File: src/sv/rrp_pkg.sv
// Shared types and constants for the relative rigid pose unit.
`default_nettype none
package rrp_pkg;

    localparam int QUAT_W  = 16;
    localparam int POS_W   = 24;
    localparam int ROT_W   = 18;
    localparam int TRANS_W = 26;
    localparam int DIFF_W  = POS_W + 1;
    localparam int PROD_W  = ROT_W + DIFF_W;
    localparam int ACC_W   = PROD_W + 2;
    localparam int PP_W    = 2 * QUAT_W;
    localparam int NUM_W   = PP_W + 4;
    localparam int NRM_W   = PP_W + 1;
    localparam int QUO_W   = 18;
    localparam int DIV_STEPS = 17;
    localparam int IN_DATA_W  = 136;
    localparam int OUT_DATA_W = 240;
    localparam int QUEUE_DEPTH = 2;

    localparam logic signed [ROT_W-1:0] ROT_ONE = 18'sd65536;
    localparam logic [ACC_W-1:0] TRANS_POS_MAX = ACC_W'((64'd1 << (TRANS_W - 1)) - 64'd1);
    localparam logic [ACC_W-1:0] TRANS_NEG_MAX = ACC_W'(64'd1 << (TRANS_W - 1));

    // Input item as held in the queue
    typedef struct packed {
        logic                     kind;
        logic signed [QUAT_W-1:0] qw;
        logic signed [QUAT_W-1:0] qx;
        logic signed [QUAT_W-1:0] qy;
        logic signed [QUAT_W-1:0] qz;
        logic signed [POS_W-1:0]  px;
        logic signed [POS_W-1:0]  py;
        logic signed [POS_W-1:0]  pz;
    } item_t;

    // Queue status toward the top level
    typedef struct packed {
        logic full;
        logic empty;
    } front_stat_t;

    // Back end status toward the top level
    typedef struct packed {
        logic busy;
        logic result_pending;
    } back_stat_t;

endpackage
`default_nettype wire

File: src/sv/rrp_front.sv
// Front end: accepts pose items, decodes them and queues them for the back end.
`default_nettype none
module rrp_front
    import rrp_pkg::*;
#(
    parameter int FIFO_DEPTH = QUEUE_DEPTH
)
(
    input  wire logic                 clk,
    input  wire logic                 rst_n,
    input  wire logic                 s_tvalid,
    output logic                      s_tready,
    input  wire logic [IN_DATA_W-1:0] s_tdata,
    input  wire logic                 s_tuser,
    output logic                      item_valid,
    input  wire logic                 item_pop,
    output item_t                     item,
    output front_stat_t               fstat
);

    localparam int PTR_W = (FIFO_DEPTH > 1) ? $clog2(FIFO_DEPTH) : 1;
    localparam int CNT_W = $clog2(FIFO_DEPTH + 1);

    item_t              q_reg [FIFO_DEPTH];
    logic [PTR_W-1:0]   wr_ptr_reg, wr_ptr_next;
    logic [PTR_W-1:0]   rd_ptr_reg, rd_ptr_next;
    logic [CNT_W-1:0]   cnt_reg, cnt_next;
    item_t              in_item;
    logic               push;

    // Unpack the transfer
    always_comb
    begin
        in_item.kind = s_tuser;
        in_item.qw   = s_tdata[15:0];
        in_item.qx   = s_tdata[31:16];
        in_item.qy   = s_tdata[47:32];
        in_item.qz   = s_tdata[63:48];
        in_item.px   = s_tdata[87:64];
        in_item.py   = s_tdata[111:88];
        in_item.pz   = s_tdata[135:112];
    end

    assign s_tready   = (cnt_reg != CNT_W'(FIFO_DEPTH));
    assign push       = s_tvalid && s_tready;
    assign item_valid = (cnt_reg != '0);
    assign item       = q_reg[rd_ptr_reg];
    assign fstat.full  = !s_tready;
    assign fstat.empty = !item_valid;

    // Pointer and fill count update
    always_comb
    begin
        wr_ptr_next = wr_ptr_reg;
        rd_ptr_next = rd_ptr_reg;
        cnt_next    = cnt_reg;
        if (push)
        begin
            wr_ptr_next = (wr_ptr_reg == PTR_W'(FIFO_DEPTH - 1)) ? '0 : wr_ptr_reg + 1'b1;
        end
        if (item_pop)
        begin
            rd_ptr_next = (rd_ptr_reg == PTR_W'(FIFO_DEPTH - 1)) ? '0 : rd_ptr_reg + 1'b1;
        end
        if (push && !item_pop)
        begin
            cnt_next = cnt_reg + 1'b1;
        end
        else if (!push && item_pop)
        begin
            cnt_next = cnt_reg - 1'b1;
        end
    end

    always_ff @(posedge clk or negedge rst_n)
    begin
        if (!rst_n)
        begin
            wr_ptr_reg <= '0;
            rd_ptr_reg <= '0;
            cnt_reg    <= '0;
        end
        else
        begin
            wr_ptr_reg <= wr_ptr_next;
            rd_ptr_reg <= rd_ptr_next;
            cnt_reg    <= cnt_next;
        end
    end

    // Queue storage
    always_ff @(posedge clk)
    begin
        if (push)
        begin
            q_reg[wr_ptr_reg] <= in_item;
        end
    end

endmodule
`default_nettype wire

File: src/sv/rrp_back.sv
// Back end: quaternion to matrix conversion, reference update and relative pose.
`default_nettype none
module rrp_back
    import rrp_pkg::*;
(
    input  wire logic                  clk,
    input  wire logic                  rst_n,
    input  wire logic                  item_valid,
    output logic                       item_pop,
    input  wire item_t                 item,
    output logic                       m_tvalid,
    input  wire logic                  m_tready,
    output logic [OUT_DATA_W-1:0]      m_tdata,
    output back_stat_t                 bstat
);

    typedef enum logic [4:0] {
        ST_IDLE = 5'b00001,
        ST_PROD = 5'b00010,
        ST_DIV  = 5'b00100,
        ST_MAC  = 5'b01000,
        ST_OUT  = 5'b10000
    } state_t;

    state_t state_reg, state_next;

    item_t                     cur_reg;
    logic [4:0]                cnt_reg;
    logic [3:0]                ent_reg;
    logic signed [PP_W-1:0]    pp_reg [10];
    logic signed [DIFF_W-1:0]  d_reg [3];
    logic signed [ROT_W-1:0]   rot_reg [9];
    logic signed [ROT_W-1:0]   ref_rot_reg [9];
    logic signed [POS_W-1:0]   ref_pos_reg [3];
    logic signed [ROT_W-1:0]   rout_reg [9];
    logic signed [TRANS_W-1:0] tout_reg [3];

    // shared multiplier
    logic signed [ROT_W-1:0]   mul_a;
    logic signed [DIFF_W-1:0]  mul_b;
    logic signed [PROD_W-1:0]  mul_p_reg;

    // divider
    logic [NRM_W-1:0]          n_reg;
    logic [NRM_W-1:0]          r_reg;
    logic [QUO_W-1:0]          t_reg;
    logic                      neg_reg;

    // accumulate pipeline
    logic [1:0]                kk_reg, ri_reg, col_reg;
    logic                      iss_reg;
    logic                      s1_v_reg, s2_v_reg;
    logic [1:0]                s1_k_reg, s1_i_reg, s1_c_reg, s2_i_reg, s2_c_reg;
    logic signed [ACC_W-1:0]   acc_reg;

    assign item_pop = (state_reg == ST_IDLE) && item_valid;
    assign m_tvalid = (state_reg == ST_OUT);
    assign bstat.busy = (state_reg != ST_IDLE);
    assign bstat.result_pending = m_tvalid;

    // Pack the result
    always_comb
    begin
        for (int i = 0; i < 9; i++)
        begin
            m_tdata[i*ROT_W +: ROT_W] = rout_reg[i];
        end
        for (int i = 0; i < 3; i++)
        begin
            m_tdata[9*ROT_W + i*TRANS_W +: TRANS_W] = tout_reg[i];
        end
    end

    // Quaternion products: squares first, then cross terms
    logic signed [QUAT_W-1:0] pa, pb;
    always_comb
    begin
        case (cnt_reg[3:0])
            4'd0:    begin pa = cur_reg.qw; pb = cur_reg.qw; end
            4'd1:    begin pa = cur_reg.qx; pb = cur_reg.qx; end
            4'd2:    begin pa = cur_reg.qy; pb = cur_reg.qy; end
            4'd3:    begin pa = cur_reg.qz; pb = cur_reg.qz; end
            4'd4:    begin pa = cur_reg.qx; pb = cur_reg.qy; end
            4'd5:    begin pa = cur_reg.qw; pb = cur_reg.qz; end
            4'd6:    begin pa = cur_reg.qx; pb = cur_reg.qz; end
            4'd7:    begin pa = cur_reg.qw; pb = cur_reg.qy; end
            4'd8:    begin pa = cur_reg.qy; pb = cur_reg.qz; end
            default: begin pa = cur_reg.qw; pb = cur_reg.qx; end
        endcase
    end

    // Operand select for the shared multiplier
    logic [3:0] ref_idx, rot_idx;
    assign ref_idx = 4'({kk_reg, 1'b0}) + 4'(kk_reg) + 4'(ri_reg);
    assign rot_idx = 4'({kk_reg, 1'b0}) + 4'(kk_reg) + 4'(col_reg);
    always_comb
    begin
        if (state_reg == ST_MAC)
        begin
            mul_a = ref_rot_reg[ref_idx];
            mul_b = (col_reg == 2'd3) ? d_reg[kk_reg] : DIFF_W'(rot_reg[rot_idx]);
        end
        else
        begin
            mul_a = ROT_W'(pa);
            mul_b = DIFF_W'(pb);
        end
    end

    // Normalizer (registered during the product phase) and numerator of the current entry
    logic signed [NUM_W-1:0] nsum, n_s, num, mag_s;
    logic [NRM_W-1:0]        n_u, mag;
    logic                    n_zero;
    assign nsum = NUM_W'(pp_reg[0]) + NUM_W'(pp_reg[1]) + NUM_W'(pp_reg[2])
                + NUM_W'(pp_reg[3]);
    assign n_u    = n_reg;
    assign n_s    = $signed(NUM_W'(n_reg));
    assign n_zero = (n_u == '0);
    always_comb
    begin
        case (ent_reg)
            4'd0:    num = n_s - ((NUM_W'(pp_reg[2]) + NUM_W'(pp_reg[3])) <<< 1);
            4'd1:    num = (NUM_W'(pp_reg[4]) - NUM_W'(pp_reg[5])) <<< 1;
            4'd2:    num = (NUM_W'(pp_reg[6]) + NUM_W'(pp_reg[7])) <<< 1;
            4'd3:    num = (NUM_W'(pp_reg[4]) + NUM_W'(pp_reg[5])) <<< 1;
            4'd4:    num = n_s - ((NUM_W'(pp_reg[1]) + NUM_W'(pp_reg[3])) <<< 1);
            4'd5:    num = (NUM_W'(pp_reg[8]) - NUM_W'(pp_reg[9])) <<< 1;
            4'd6:    num = (NUM_W'(pp_reg[6]) - NUM_W'(pp_reg[7])) <<< 1;
            4'd7:    num = (NUM_W'(pp_reg[8]) + NUM_W'(pp_reg[9])) <<< 1;
            default: num = n_s - ((NUM_W'(pp_reg[1]) + NUM_W'(pp_reg[2])) <<< 1);
        endcase
        mag_s = (num < 0) ? -num : num;
        mag   = mag_s[NRM_W-1:0];
    end

    // One restoring division step
    logic [NRM_W:0]   r2;
    logic             ge;
    logic [NRM_W-1:0] r_new;
    logic [QUO_W-1:0] t_step;
    logic [QUO_W:0]   q_inc;
    logic signed [ROT_W-1:0] q_mag, rot_val;
    always_comb
    begin
        r2     = {r_reg, 1'b0};
        ge     = (r2 >= {1'b0, n_u});
        r_new  = ge ? NRM_W'(r2 - {1'b0, n_u}) : r2[NRM_W-1:0];
        t_step = {t_reg[QUO_W-2:0], ge};
        q_inc  = {1'b0, t_step} + 1'b1;
        q_mag  = q_inc[QUO_W:1];
        if (n_zero)
        begin
            rot_val = (ent_reg == 4'd0 || ent_reg == 4'd4 || ent_reg == 4'd8) ? ROT_ONE : '0;
        end
        else
        begin
            rot_val = neg_reg ? -q_mag : q_mag;
        end
    end

    // Round and saturate a finished dot product
    logic [ACC_W-1:0]       acc_mag, rnd;
    logic                   acc_neg;
    logic [ACC_W-1:0]       lim_r, lim_t;
    logic signed [ROT_W-1:0]   fin_rot;
    logic signed [TRANS_W-1:0] fin_trans;
    always_comb
    begin
        acc_neg = acc_reg[ACC_W-1];
        acc_mag = acc_neg ? ACC_W'(-acc_reg) : ACC_W'(acc_reg);
        rnd     = (acc_mag + ACC_W'(1 << 15)) >> 16;
        lim_r   = (rnd > ACC_W'(65536)) ? ACC_W'(65536) : rnd;
        if (acc_neg)
        begin
            lim_t = (rnd > TRANS_NEG_MAX) ? TRANS_NEG_MAX : rnd;
        end
        else
        begin
            lim_t = (rnd > TRANS_POS_MAX) ? TRANS_POS_MAX : rnd;
        end
        fin_rot   = acc_neg ? -ROT_W'(lim_r) : ROT_W'(lim_r);
        fin_trans = acc_neg ? -TRANS_W'(lim_t) : TRANS_W'(lim_t);
    end

    logic mac_done;
    assign mac_done = !iss_reg && !s1_v_reg && !s2_v_reg;

    // Sequencer
    always_comb
    begin
        state_next = state_reg;
        case (state_reg)
            ST_IDLE: if (item_valid) state_next = ST_PROD;
            ST_PROD: if (cnt_reg == 5'd10) state_next = ST_DIV;
            ST_DIV:
            begin
                if (cnt_reg == 5'(DIV_STEPS) && ent_reg == 4'd8)
                begin
                    state_next = cur_reg.kind ? ST_MAC : ST_IDLE;
                end
            end
            ST_MAC:  if (mac_done) state_next = ST_OUT;
            ST_OUT:  if (m_tready) state_next = ST_IDLE;
            default: state_next = ST_IDLE;
        endcase
    end

    always_ff @(posedge clk or negedge rst_n)
    begin
        if (!rst_n)
        begin
            state_reg <= ST_IDLE;
            cnt_reg   <= '0;
            ent_reg   <= '0;
            iss_reg   <= 1'b0;
            s1_v_reg  <= 1'b0;
            s2_v_reg  <= 1'b0;
            for (int i = 0; i < 9; i++)
            begin
                ref_rot_reg[i] <= (i % 4 == 0) ? ROT_ONE : '0;
            end
            for (int i = 0; i < 3; i++)
            begin
                ref_pos_reg[i] <= '0;
            end
        end
        else
        begin
            state_reg <= state_next;
            s1_v_reg  <= 1'b0;
            s2_v_reg  <= 1'b0;
            case (state_reg)
                ST_IDLE:
                begin
                    cnt_reg <= '0;
                end
                ST_PROD:
                begin
                    cnt_reg <= (cnt_reg == 5'd10) ? '0 : cnt_reg + 1'b1;
                    ent_reg <= '0;
                end
                ST_DIV:
                begin
                    if (cnt_reg == 5'(DIV_STEPS))
                    begin
                        cnt_reg <= '0;
                        ent_reg <= ent_reg + 1'b1;
                        if (ent_reg == 4'd8)
                        begin
                            iss_reg <= cur_reg.kind;
                            if (!cur_reg.kind)
                            begin
                                for (int i = 0; i < 8; i++)
                                begin
                                    ref_rot_reg[i] <= rot_reg[i];
                                end
                                ref_rot_reg[8] <= rot_val;
                                ref_pos_reg[0] <= cur_reg.px;
                                ref_pos_reg[1] <= cur_reg.py;
                                ref_pos_reg[2] <= cur_reg.pz;
                            end
                        end
                    end
                    else
                    begin
                        cnt_reg <= cnt_reg + 1'b1;
                    end
                end
                ST_MAC:
                begin
                    s1_v_reg <= iss_reg;
                    s2_v_reg <= s1_v_reg && (s1_k_reg == 2'd2);
                    if (iss_reg && kk_reg == 2'd2 && ri_reg == 2'd2 && col_reg == 2'd3)
                    begin
                        iss_reg <= 1'b0;
                    end
                end
                default:
                begin
                    cnt_reg <= '0;
                end
            endcase
        end
    end

    // Datapath registers
    always_ff @(posedge clk)
    begin
        mul_p_reg <= mul_a * mul_b;
        case (state_reg)
            ST_IDLE:
            begin
                if (item_valid)
                begin
                    cur_reg <= item;
                end
            end
            ST_PROD:
            begin
                if (cnt_reg != '0)
                begin
                    pp_reg[4'(cnt_reg - 5'd1)] <= mul_p_reg[PP_W-1:0];
                end
                // squares are complete well before the last product cycle
                n_reg    <= nsum[NRM_W-1:0];
                d_reg[0] <= DIFF_W'(cur_reg.px) - DIFF_W'(ref_pos_reg[0]);
                d_reg[1] <= DIFF_W'(cur_reg.py) - DIFF_W'(ref_pos_reg[1]);
                d_reg[2] <= DIFF_W'(cur_reg.pz) - DIFF_W'(ref_pos_reg[2]);
            end
            ST_DIV:
            begin
                if (cnt_reg == '0)
                begin
                    neg_reg <= (num < 0);
                    if (mag >= n_u)
                    begin
                        r_reg <= mag - n_u;
                        t_reg <= QUO_W'(1);
                    end
                    else
                    begin
                        r_reg <= mag;
                        t_reg <= '0;
                    end
                end
                else
                begin
                    r_reg <= r_new;
                    t_reg <= t_step;
                end
                if (cnt_reg == 5'(DIV_STEPS))
                begin
                    rot_reg[ent_reg] <= rot_val;
                end
                kk_reg  <= '0;
                ri_reg  <= '0;
                col_reg <= '0;
            end
            ST_MAC:
            begin
                // issue
                if (iss_reg)
                begin
                    kk_reg <= (kk_reg == 2'd2) ? 2'd0 : kk_reg + 1'b1;
                    if (kk_reg == 2'd2)
                    begin
                        ri_reg <= (ri_reg == 2'd2) ? 2'd0 : ri_reg + 1'b1;
                        if (ri_reg == 2'd2)
                        begin
                            col_reg <= col_reg + 1'b1;
                        end
                    end
                end
                s1_k_reg <= kk_reg;
                s1_i_reg <= ri_reg;
                s1_c_reg <= col_reg;
                // accumulate
                if (s1_v_reg)
                begin
                    acc_reg  <= ((s1_k_reg == 2'd0) ? '0 : acc_reg) + ACC_W'(mul_p_reg);
                    s2_i_reg <= s1_i_reg;
                    s2_c_reg <= s1_c_reg;
                end
                // finish
                if (s2_v_reg)
                begin
                    if (s2_c_reg == 2'd3)
                    begin
                        tout_reg[s2_i_reg] <= fin_trans;
                    end
                    else
                    begin
                        rout_reg[4'({s2_i_reg, 1'b0}) + 4'(s2_i_reg) + 4'(s2_c_reg)] <= fin_rot;
                    end
                end
            end
            default:
            begin
            end
        endcase
    end

endmodule
`default_nettype wire

File: src/sv/relative_rigid_pose_unit.sv
// Top level of the relative rigid pose unit.
`default_nettype none
// Each transfer carries a pose (quaternion of any scale plus position). A kind-0
// transfer makes it the reference pose and returns nothing; a kind-1 transfer
// returns the pose relative to the reference: rotation R_ref^T*R in Q2.16 and
// translation R_ref^T*(p - p_ref) in the position format. One item is worked at
// a time by a sequencer around a single shared 18x25 multiplier and a radix-2
// divider: it takes the item from the input queue, forms the quaternion products,
// runs 9 divisions, and for kind 1 forms the dot products and then holds the
// result until it is taken. An input queue (two entries by default) takes
// new items while a result waits to be taken.
module relative_rigid_pose_unit
    import rrp_pkg::*;
#(
    parameter int FIFO_DEPTH = QUEUE_DEPTH
)
(
    input  wire logic                  clk,
    input  wire logic                  rst_n,
    input  wire logic                  s_tvalid,
    output logic                       s_tready,
    // quat_w, quat_x, quat_y, quat_z, pos_x, pos_y, pos_z
    input  wire logic [IN_DATA_W-1:0]  s_tdata,
    // kind
    input  wire logic                  s_tuser,
    output logic                       m_tvalid,
    input  wire logic                  m_tready,
    // rot_00 .. rot_22 (row-major), trans_x, trans_y, trans_z
    output logic [OUT_DATA_W-1:0]      m_tdata
);

    logic        item_valid;
    logic        item_pop;
    item_t       item;
    front_stat_t fstat;
    back_stat_t  bstat;

    rrp_front #(
        .FIFO_DEPTH (FIFO_DEPTH)
    ) u_front (
        .clk        (clk),
        .rst_n      (rst_n),
        .s_tvalid   (s_tvalid),
        .s_tready   (s_tready),
        .s_tdata    (s_tdata),
        .s_tuser    (s_tuser),
        .item_valid (item_valid),
        .item_pop   (item_pop),
        .item       (item),
        .fstat      (fstat)
    );

    rrp_back u_back (
        .clk        (clk),
        .rst_n      (rst_n),
        .item_valid (item_valid),
        .item_pop   (item_pop),
        .item       (item),
        .m_tvalid   (m_tvalid),
        .m_tready   (m_tready),
        .m_tdata    (m_tdata),
        .bstat      (bstat)
    );

`ifndef SYNTH
    // queue is never full and empty at once
    assert property (@(posedge clk) disable iff (!rst_n) !(fstat.full && fstat.empty))
        else $error("queue full and empty together");
    // no item leaves the queue while a result waits
    assert property (@(posedge clk) disable iff (!rst_n) m_tvalid |-> !item_pop)
        else $error("item popped while result pending");
    // a result only appears after the back end was busy
    assert property (@(posedge clk) disable iff (!rst_n) $rose(m_tvalid) |-> $past(bstat.busy))
        else $error("result without work");
    // a popped item makes the back end busy next cycle
    assert property (@(posedge clk) disable iff (!rst_n) item_pop |=> bstat.busy)
        else $error("back end idle after pop");
`endif

endmodule
`default_nettype wire
File: config.mk
export PLATFORM = sky130hd
export DESIGN_NAME = relative_rigid_pose_unit
export DESIGN_NICKNAME = d
export VERILOG_FILES = /design/src/sv/rrp_pkg.sv /design/src/sv/rrp_front.sv /design/src/sv/rrp_back.sv /design/src/sv/relative_rigid_pose_unit.sv
export SDC_FILE = /design/constraint.sdc
export NUM_CORES = 2
export LEC_CHECK = 0
export BUFFER_PORTS_ARGS = -buffer_cell sky130_fd_sc_hd__buf_2
export CAP_MARGIN = 20
export CORE_ASPECT_RATIO = 1.1
export CORE_MARGIN = 4
export CORE_UTILIZATION = 37
export DETAILED_ROUTE_END_ITERATION = 6
export SETUP_SLACK_MARGIN = 0.05
export SYNTH_ARGS = -nofsm -noshare
export SYNTH_HDL_FRONTEND = slang
export SYNTH_SLANG_ARGS = --single-unit
File: constraint.sdc
create_clock -name clk -period 17.95 [get_ports clk]
set_clock_uncertainty 0.1 [all_clocks]
set_input_delay 0.8975 -clock clk [delete_from_list [all_inputs] [get_ports clk]]
set_output_delay 0.8975 -clock clk [all_outputs]
set_load 0.005 [all_outputs]
Yosys cells after proc, flatten, opt, wreduce, memory -nomap -nowiden
Memory sizes are Yosys's and may differ from the RTL's. A register that Yosys moved wholly into a read port is not among the register bits.
Index checks and enable logic that the tools add are counted.
{ "totals": {"regBits": 299, "mem_bits_rw": 1071, "elab_cells": 254, "input_bits": 141, "output_inout_bits": 242, "mem_count": 6} }
{ "classes": {"mul": 1, "mux": 78, "bitwise_logic": 2, "reduce_logical": 50, "n_lt_le_gt_ge": 7, "eq_ne": 40, "add_sub_neg": 43} }
{ "mem_list": {"columns": ["name", "depth", "width", "rd", "rd_clocked_by_memory_dff", "wr", "line", "text"], "rows": [
  ["u_back.pp_reg", 10, 32, 10, 0, 1, "rrp_back.sv:30", "logic signed [PP_W-1:0] pp_reg [10];"],
  ["u_front.q_reg", 2, 137, 1, 1, 1, "rrp_front.sv:24", "item_t q_reg [FIFO_DEPTH];"],
  ["u_back.rot_reg", 9, 18, 9, 8, 1, "rrp_back.sv:32", "logic signed [ROT_W-1:0] rot_reg [9];"],
  ["u_back.rout_reg", 9, 18, 9, 0, 1, "rrp_back.sv:35", "logic signed [ROT_W-1:0] rout_reg [9];"],
  ["u_back.tout_reg", 3, 26, 3, 0, 1, "rrp_back.sv:36", "logic signed [TRANS_W-1:0] tout_reg [3];"],
  ["u_back.d_reg", 3, 25, 1, 1, 3, "rrp_back.sv:31", "logic signed [DIFF_W-1:0] d_reg [3];"]
]} }
{ "op_table": {"columns": ["op", "n"], "rows": [
  ["$pmux W36 S8", 1],
  ["$add A32 B32 Y33", 7],
  ["$mux W33", 4],
  ["$mux W18", 7],
  ["$sub A34 B36 Y36", 3],
  ["$mux W26", 4],
  ["$sub A32 B32 Y33", 3],
  ["$pmux W16 S3", 2],
  ["$mux W45", 2],
  ["$sub A24 B24 Y25", 3],
  ["$bmux W18 S4", 1],
  ["$add A33 B32 Y33", 2],
  ["$sub A33 B33 Y33", 2],
  ["$mux W25", 2],
  ["$add A45 B16 Y45 const B", 1],
  ["$add A45 B45 Y45", 1],
  ["$neg A45 Y45", 1],
  ["$mul A18 B25 Y43", 1],
  ["$lt A36 B1 Y1 const B", 1],
  ["$neg A18 Y18", 2],
  ["$mux W5", 7],
  ["$ge A34 B33 Y1", 1],
  ["$mux W17", 2],
  ["$ge A33 B33 Y1", 1],
  ["other kinds (53)", 160]
]} }

Longest topological paths before layout
An unclocked memory read counts as a cell.
{ "logic_depth": {"depth_word": 9, "mapped_depth": 51, "ltp_nobuf": 47} }

Hierarchy
A second synthesis with hierarchy kept.
{ "hier_totals": {"cells_unflattened": 10026, "area_unflattened_um2": 111459.4} }
{ "modules_own_cells": {"columns": ["module", "cells_each", "instances", "seq_area_each_um2", "area_each_um2"], "rows": [
  ["rrp_back", 9580, 1, 43371.6, 101324.7],
  ["rrp_front", 446, 1, 8328.0, 10134.7]
]} }

Worst setup path after synthesis
OpenSTA, ideal clock, no wires.
{ "synth_path": {"kind": "register to register", "start": "register u_back.kk_reg[0]", "end": "register u_back.mul_p_reg[41]", "setup_ns": 0.072, "arrival_ns": 10.015, "t_required_ns": 17.778, "slack_ns": 7.762, "path_buffers": 4, "path_stages_with_launch": 41, "path_cell_list": "edfxtp_1 inv_1 ha_1 inv_1 fa_1 clkbuf_1 clkbuf_1 clkbuf_1 mux4_2 nand2_1 a21oi_1 a31oi_1 a21oi_1 clkbuf_1 nand2_1 fa_1 inv_1 fa_1 (+5 left out) fa_1 inv_1 fa_1 ha_1 o21a_1 o211ai_1 a211oi_1 o211ai_1 a21oi_1 o31ai_1 o211a_1 a211oi_1 o31a_1 o21ai_0 nand2b_1 a41o_1 a21oi_1 xnor2_1"} }
{ "synth_between": {"elab_chain_len": 8, "word_cells_on_any_way": 12, "classes_between": "3 x add/sub; 1 x mul; 6 x mux; 1 x bitwise; 1 x memory"} }
{ "synth_lines": {"columns": ["element", "line", "text"], "rows": [
  ["from (decl)", "rrp_back.sv:50", "logic [1:0] kk_reg, ri_reg, col_reg;"],
  ["from (signal assigned)", "rrp_back.sv:344", "kk_reg <= (kk_reg == 2'd2) ? 2'd0 : kk_reg + 1'b1;"],
  ["$add A3 B2 Y4 (*)", "rrp_back.sv:94, rrp_back.sv:95", null],
  ["$add A4 B2 Y4", "rrp_back.sv:94", "assign ref_idx = 4'({kk_reg, 1'b0}) + 4'(kk_reg) + 4'(ri_reg);"],
  ["$not A4 Y5 (implied by the code)", "rrp_back.sv:100", "mul_a = ref_rot_reg[ref_idx];"],
  ["$bmux W18 S4", "rrp_back.sv:100", null],
  ["$mux W18 (implied by the code) (2 in a row)", "rrp_back.sv:100", null],
  ["$mux W18", "rrp_back.sv:98", "if (state_reg == ST_MAC)"],
  ["$mul A18 B25 Y43 (*)", "rrp_back.sv:289", "mul_p_reg <= mul_a * mul_b;"],
  ["to (signal assigned)", "rrp_back.sv:289", null],
  ["to (decl)", "rrp_back.sv:41", "logic signed [PROD_W-1:0] mul_p_reg;"]
]} }
Every way passes the cells marked *; elsewhere a longest branch is shown, timed or not. The select of a mux whose other input is x is not followed.
A chain may end at the register's enable or synchronous reset.

Worst setup path after layout
{ "layout_path": {"start": "register u_back.ent_reg[2]", "end": "register u_back.r_reg[28] (data pin)"} }
{ "layout_between": {"elab_chain_len": 7, "word_cells_on_any_way": 16, "classes_between": "2 x add/sub; 2 x order compare; 7 x eq/ne; 4 x mux; 1 x reduce/logical"} }
{ "layout_lines": {"columns": ["element", "line", "text"], "rows": [
  ["from (decl)", "rrp_back.sv:29", "logic [3:0] ent_reg;"],
  ["from (signal assigned)", "rrp_back.sv:247", "ent_reg <= ent_reg + 1'b1;"],
  ["$eq A4 B3 Y1, or another cell as far along", "rrp_back.sv:121", "case (ent_reg)"],
  ["$pmux W36 S8 (*)", "rrp_back.sv:121", null],
  ["$neg A33 Y33 / $lt A36 B1 Y1 (equally long branches)", "rrp_back.sv:132", "mag_s = (num < 0) ? -num : num;"],
  ["$mux W33 (*)", "rrp_back.sv:132", null],
  ["$sub A33 B33 Y33 / $ge A33 B33 Y1 (equally long branches)", "rrp_back.sv:317, rrp_back.sv:315", null],
  ["$mux W33 (*)", "rrp_back.sv:315", "if (mag >= n_u)"],
  ["$mux W33 (*)", "rrp_back.sv:312", "if (cnt_reg == '0)"],
  ["to (signal assigned)", "rrp_back.sv:317", "r_reg <= mag - n_u;"],
  ["to (signal assigned)", "rrp_back.sv:322", "r_reg <= mag;"],
  ["to (signal assigned)", "rrp_back.sv:328", "r_reg <= r_new;"],
  ["to (decl)", "rrp_back.sv:45", "logic [NRM_W-1:0] r_reg;"]
]} }
Every way passes the cells marked *; elsewhere a longest branch is shown, timed or not.

==> results.txt <==
After the first detailed-routing iteration, the DRC count stood at 6786. Counting I/O delays and the setup requirement, the final critical path takes 11.95 ns. The number of setup buffers added after CTS came out at 0. The run finished, with violations left. The global-route wire length before repair came out at 490 mm. The count of state elements after synthesis is 1653. The first TritonRoute pass finished after 7 iterations.

Of the synthesized area, sequential elements account for 0.445. The most used flip-flop cell after synthesis is edfxtp_1. Setup repair after global routing left no endpoint under its margin.

The critical path data required time is 18.40 ns. The startpoint identified for the worst hold timing path is s_tdata[86]. Summing over every cut layer, the via total after detailed routing is 79.1k. The floorplan die height came out at 574 µm.

The number of H-tree levels is 4. The register with the most flip-flops in the layout has 320 of them. In this run the worst hold path is classified as in -> reg. The library cell contributing the largest single delay on the critical path is o41ai_1. Yosys mapped the design onto 110 distinct sky130hd cell types. TritonCTS built the clock tree. STA classifies the critical path startpoint as a register. The wire-length estimate of the detail-placed layout is 244 mm. The final count of hold timing violations is 0. The internal reg-to-reg setup slack came out at 6.00 ns. The total I/O pin count came out at 383. The final critical-path share of the clock period came out at 0.666. The synthesized area per cell is 10.7 µm². In the final design database the tool counted 11.7k nets.

Setup total negative slack on the finished layout was measured at 0 ns. The number of maximum-capacitance constraint violations is 0. The horizontal extent of the die came out at 522 µm. For the worst-skew pair, the clock arrives at the later sink with an insertion delay of 0.86 ns. Buffers inserted during clock tree synthesis total 182. The quantity of I/O buffers inserted on ports is 382. The worst hold path cell count came out at 1. Counting every net in the synthesized netlist gives 11.4k. The maximum number of pins on one net before global-route repair is 110. The worst setup path is of the reg -> reg kind.

The number of clock sinks came out at 1653. The tree is rooted in a clkbuf_16. The most frequent standard cell in the layout excluding fill and tap cells is edfxtp_1. The total grt overflow came out at 0.

The routability-driven placement congestion ratio is 0.946. The total standard cell area after synthesis came out at 108000 µm². The total length of routed wires is 326 mm. The number of pins with negative max-slew slack in the final report was 0. Leaving out fill and tap cells, the most frequent cells in the layout are edfxtp_1, nand2_1, inv_1.

The arrival time of the worst setup path came out at 12.40 ns. The total of warnings raised by yosys came out at 0. Counting the fill cells in the layout gives 27.7k. The cell depth of the worst flop-to-flop path came out at 41. The final setup violation count is 0.

In this run the remaining antenna-violating nets after routing total 0. The clock transition at the registers of the reported paths is 0.06 ns. The placeable core region is 290000 µm². The async set-reset flop share out of synthesis is 0.154. The all-layer global routing usage is 0.212. The share of cells above drive strength 1 came out at 0.119. The cell count after synthesis is 10.1k.

The worst slew margin relative to its limit is 0.210. The worst stage delay on the critical path came out at 0.63 ns. The fmax is 83.7 MHz. For the pin with the worst max-slew slack, the measured transition is 1.17 ns.

Counting both buffers and inverters, the worst setup path holds a total of 2. The worst min-delay path endpoint is u_front.q_reg[0][70]. The start point of the critical path is u_back.ent_reg[2]. The number of global-route vias before repair is 79.4k. The worst register-to-register path ends at u_back.r_reg[28].

The number of synthesized flops with an enable pin came out at 1353. The routed wirelength normalized by instance count is 22.6 µm. Of all nets on the critical path, the largest fanout is 34. The launch point of the worst reg-to-reg path is u_back.ent_reg[2].

The capturing element type of the critical path is a register. The number of placement rows came out at 207. The longest clock path from root to sink contains 3 buffers.

In the routed design, unresolved DRC markers number 11. The final reports fail on design-rule violations. The number of antenna violations at the first check in global routing is 33.

Broken down by cell family, the worst path's largest delay share belongs to compound AO/OA/AOI/OAI gates. The area added between synthesis and finish is 12.0%. Dividing the detail-routed via count by the number of cells gives 5.48. The area of the die is 300000 µm². The initial standard-cell utilization of the core is 0.372.
[kinds of logic (layout without fill, tap and decap cells)]
logic type      Yosys count  count (layout)  synth area share
buf+inv                1320            1804            0.0463
other cells               0               9                 0
simple gates           3048            3048             0.131
flops                  1653            1653             0.445
mux                     337             337            0.0418
xor+xnor                474             474            0.0386
fa+ha+maj              1165            1165             0.172
compound gates         2073            2073             0.126
[area by class of cell]
| class | count | area (µm²) | share of cell area |
|---|---|---|---|
| clock inverter | 107 | 1190 | 0.00984 |
| timing repair buffer | 547 | 3190 | 0.0264 |
| inverter | 916 | 3450 | 0.0286 |
| sequential | 1653 | 47900 | 0.397 |
| clock buffer | 234 | 4910 | 0.0407 |
| tap | 3866 | 4840 | 0.0401 |
| antenna | 9 | 22.5 | 0.000187 |
| multi-input combinational | 7097 | 55200 | 0.457 |
[synth_stat cells (146+ instances only)]
cell type	number	share of area
a21o_1	147	0.010
clkbuf_1	366	0.013
nand2_1	1335	0.047
xor2_1	156	0.013
ha_1	641	0.074
nor2_1	599	0.021
o21ai_0	475	0.022
a21oi_1	567	0.026
nand3_1	146	0.0068
edfxtp_1	1353	0.38
mux2_2	187	0.020
inv_1	913	0.032
xnor2_1	317	0.026
dfrtp_1	251	0.058
nor2b_1	163	0.0095
fa_1	524	0.097
nor3_1	175	0.0081
[metrics by stage]
step | std cells | utilization | hold slack, ns | cell area, µm² | setup slack, ns
after floorplan | 10100 | - | 0.300 | 108000 | 7.76
after global placement | 14100 | 0.395 | 0.341 | 114000 | 6.32
after detailed placement | 14100 | 0.395 | 0.343 | 115000 | 6.23
after CTS | 14400 | 0.417 | 0.0737 | 121000 | 6.12
after global routing | 14400 | 0.417 | 0.104 | 121000 | 5.18
final | 14400 | 0.417 | 0.146 | 121000 | 6.00
[how the worst max path moves through the flow]
stage	to	depth (start not counted)
after floorplan	u_back.mul_p_reg[41]	40
after global placement	u_back.r_reg[31]	42
after detailed placement	u_back.mul_p_reg[41]	35
after CTS	u_back.r_reg[28]	39
after global routing	u_back.r_reg[29]	42
final	u_back.r_reg[28]	41
[routing by layer]
metal / GRT usage / part of all wire / wire (µm)
met4: 0.0937 / 0.049 / 16000
met3: 0.0294 / 0.063 / 20400
met5: 0 / 0.000040 / 13
met1: 0.279 / 0.42 / 136000
met2: 0.349 / 0.47 / 153000
[what timing repair did]
action                                  CTS  global route
endpoints found under the hold margin    67             0
gates resized for setup                   0             0
hold buffers                              1             0
endpoints found under the setup margin    0             0
Power is not shown: default switching activity piles up to over one toggle a cycle in this logic, so the estimate is an artifact.
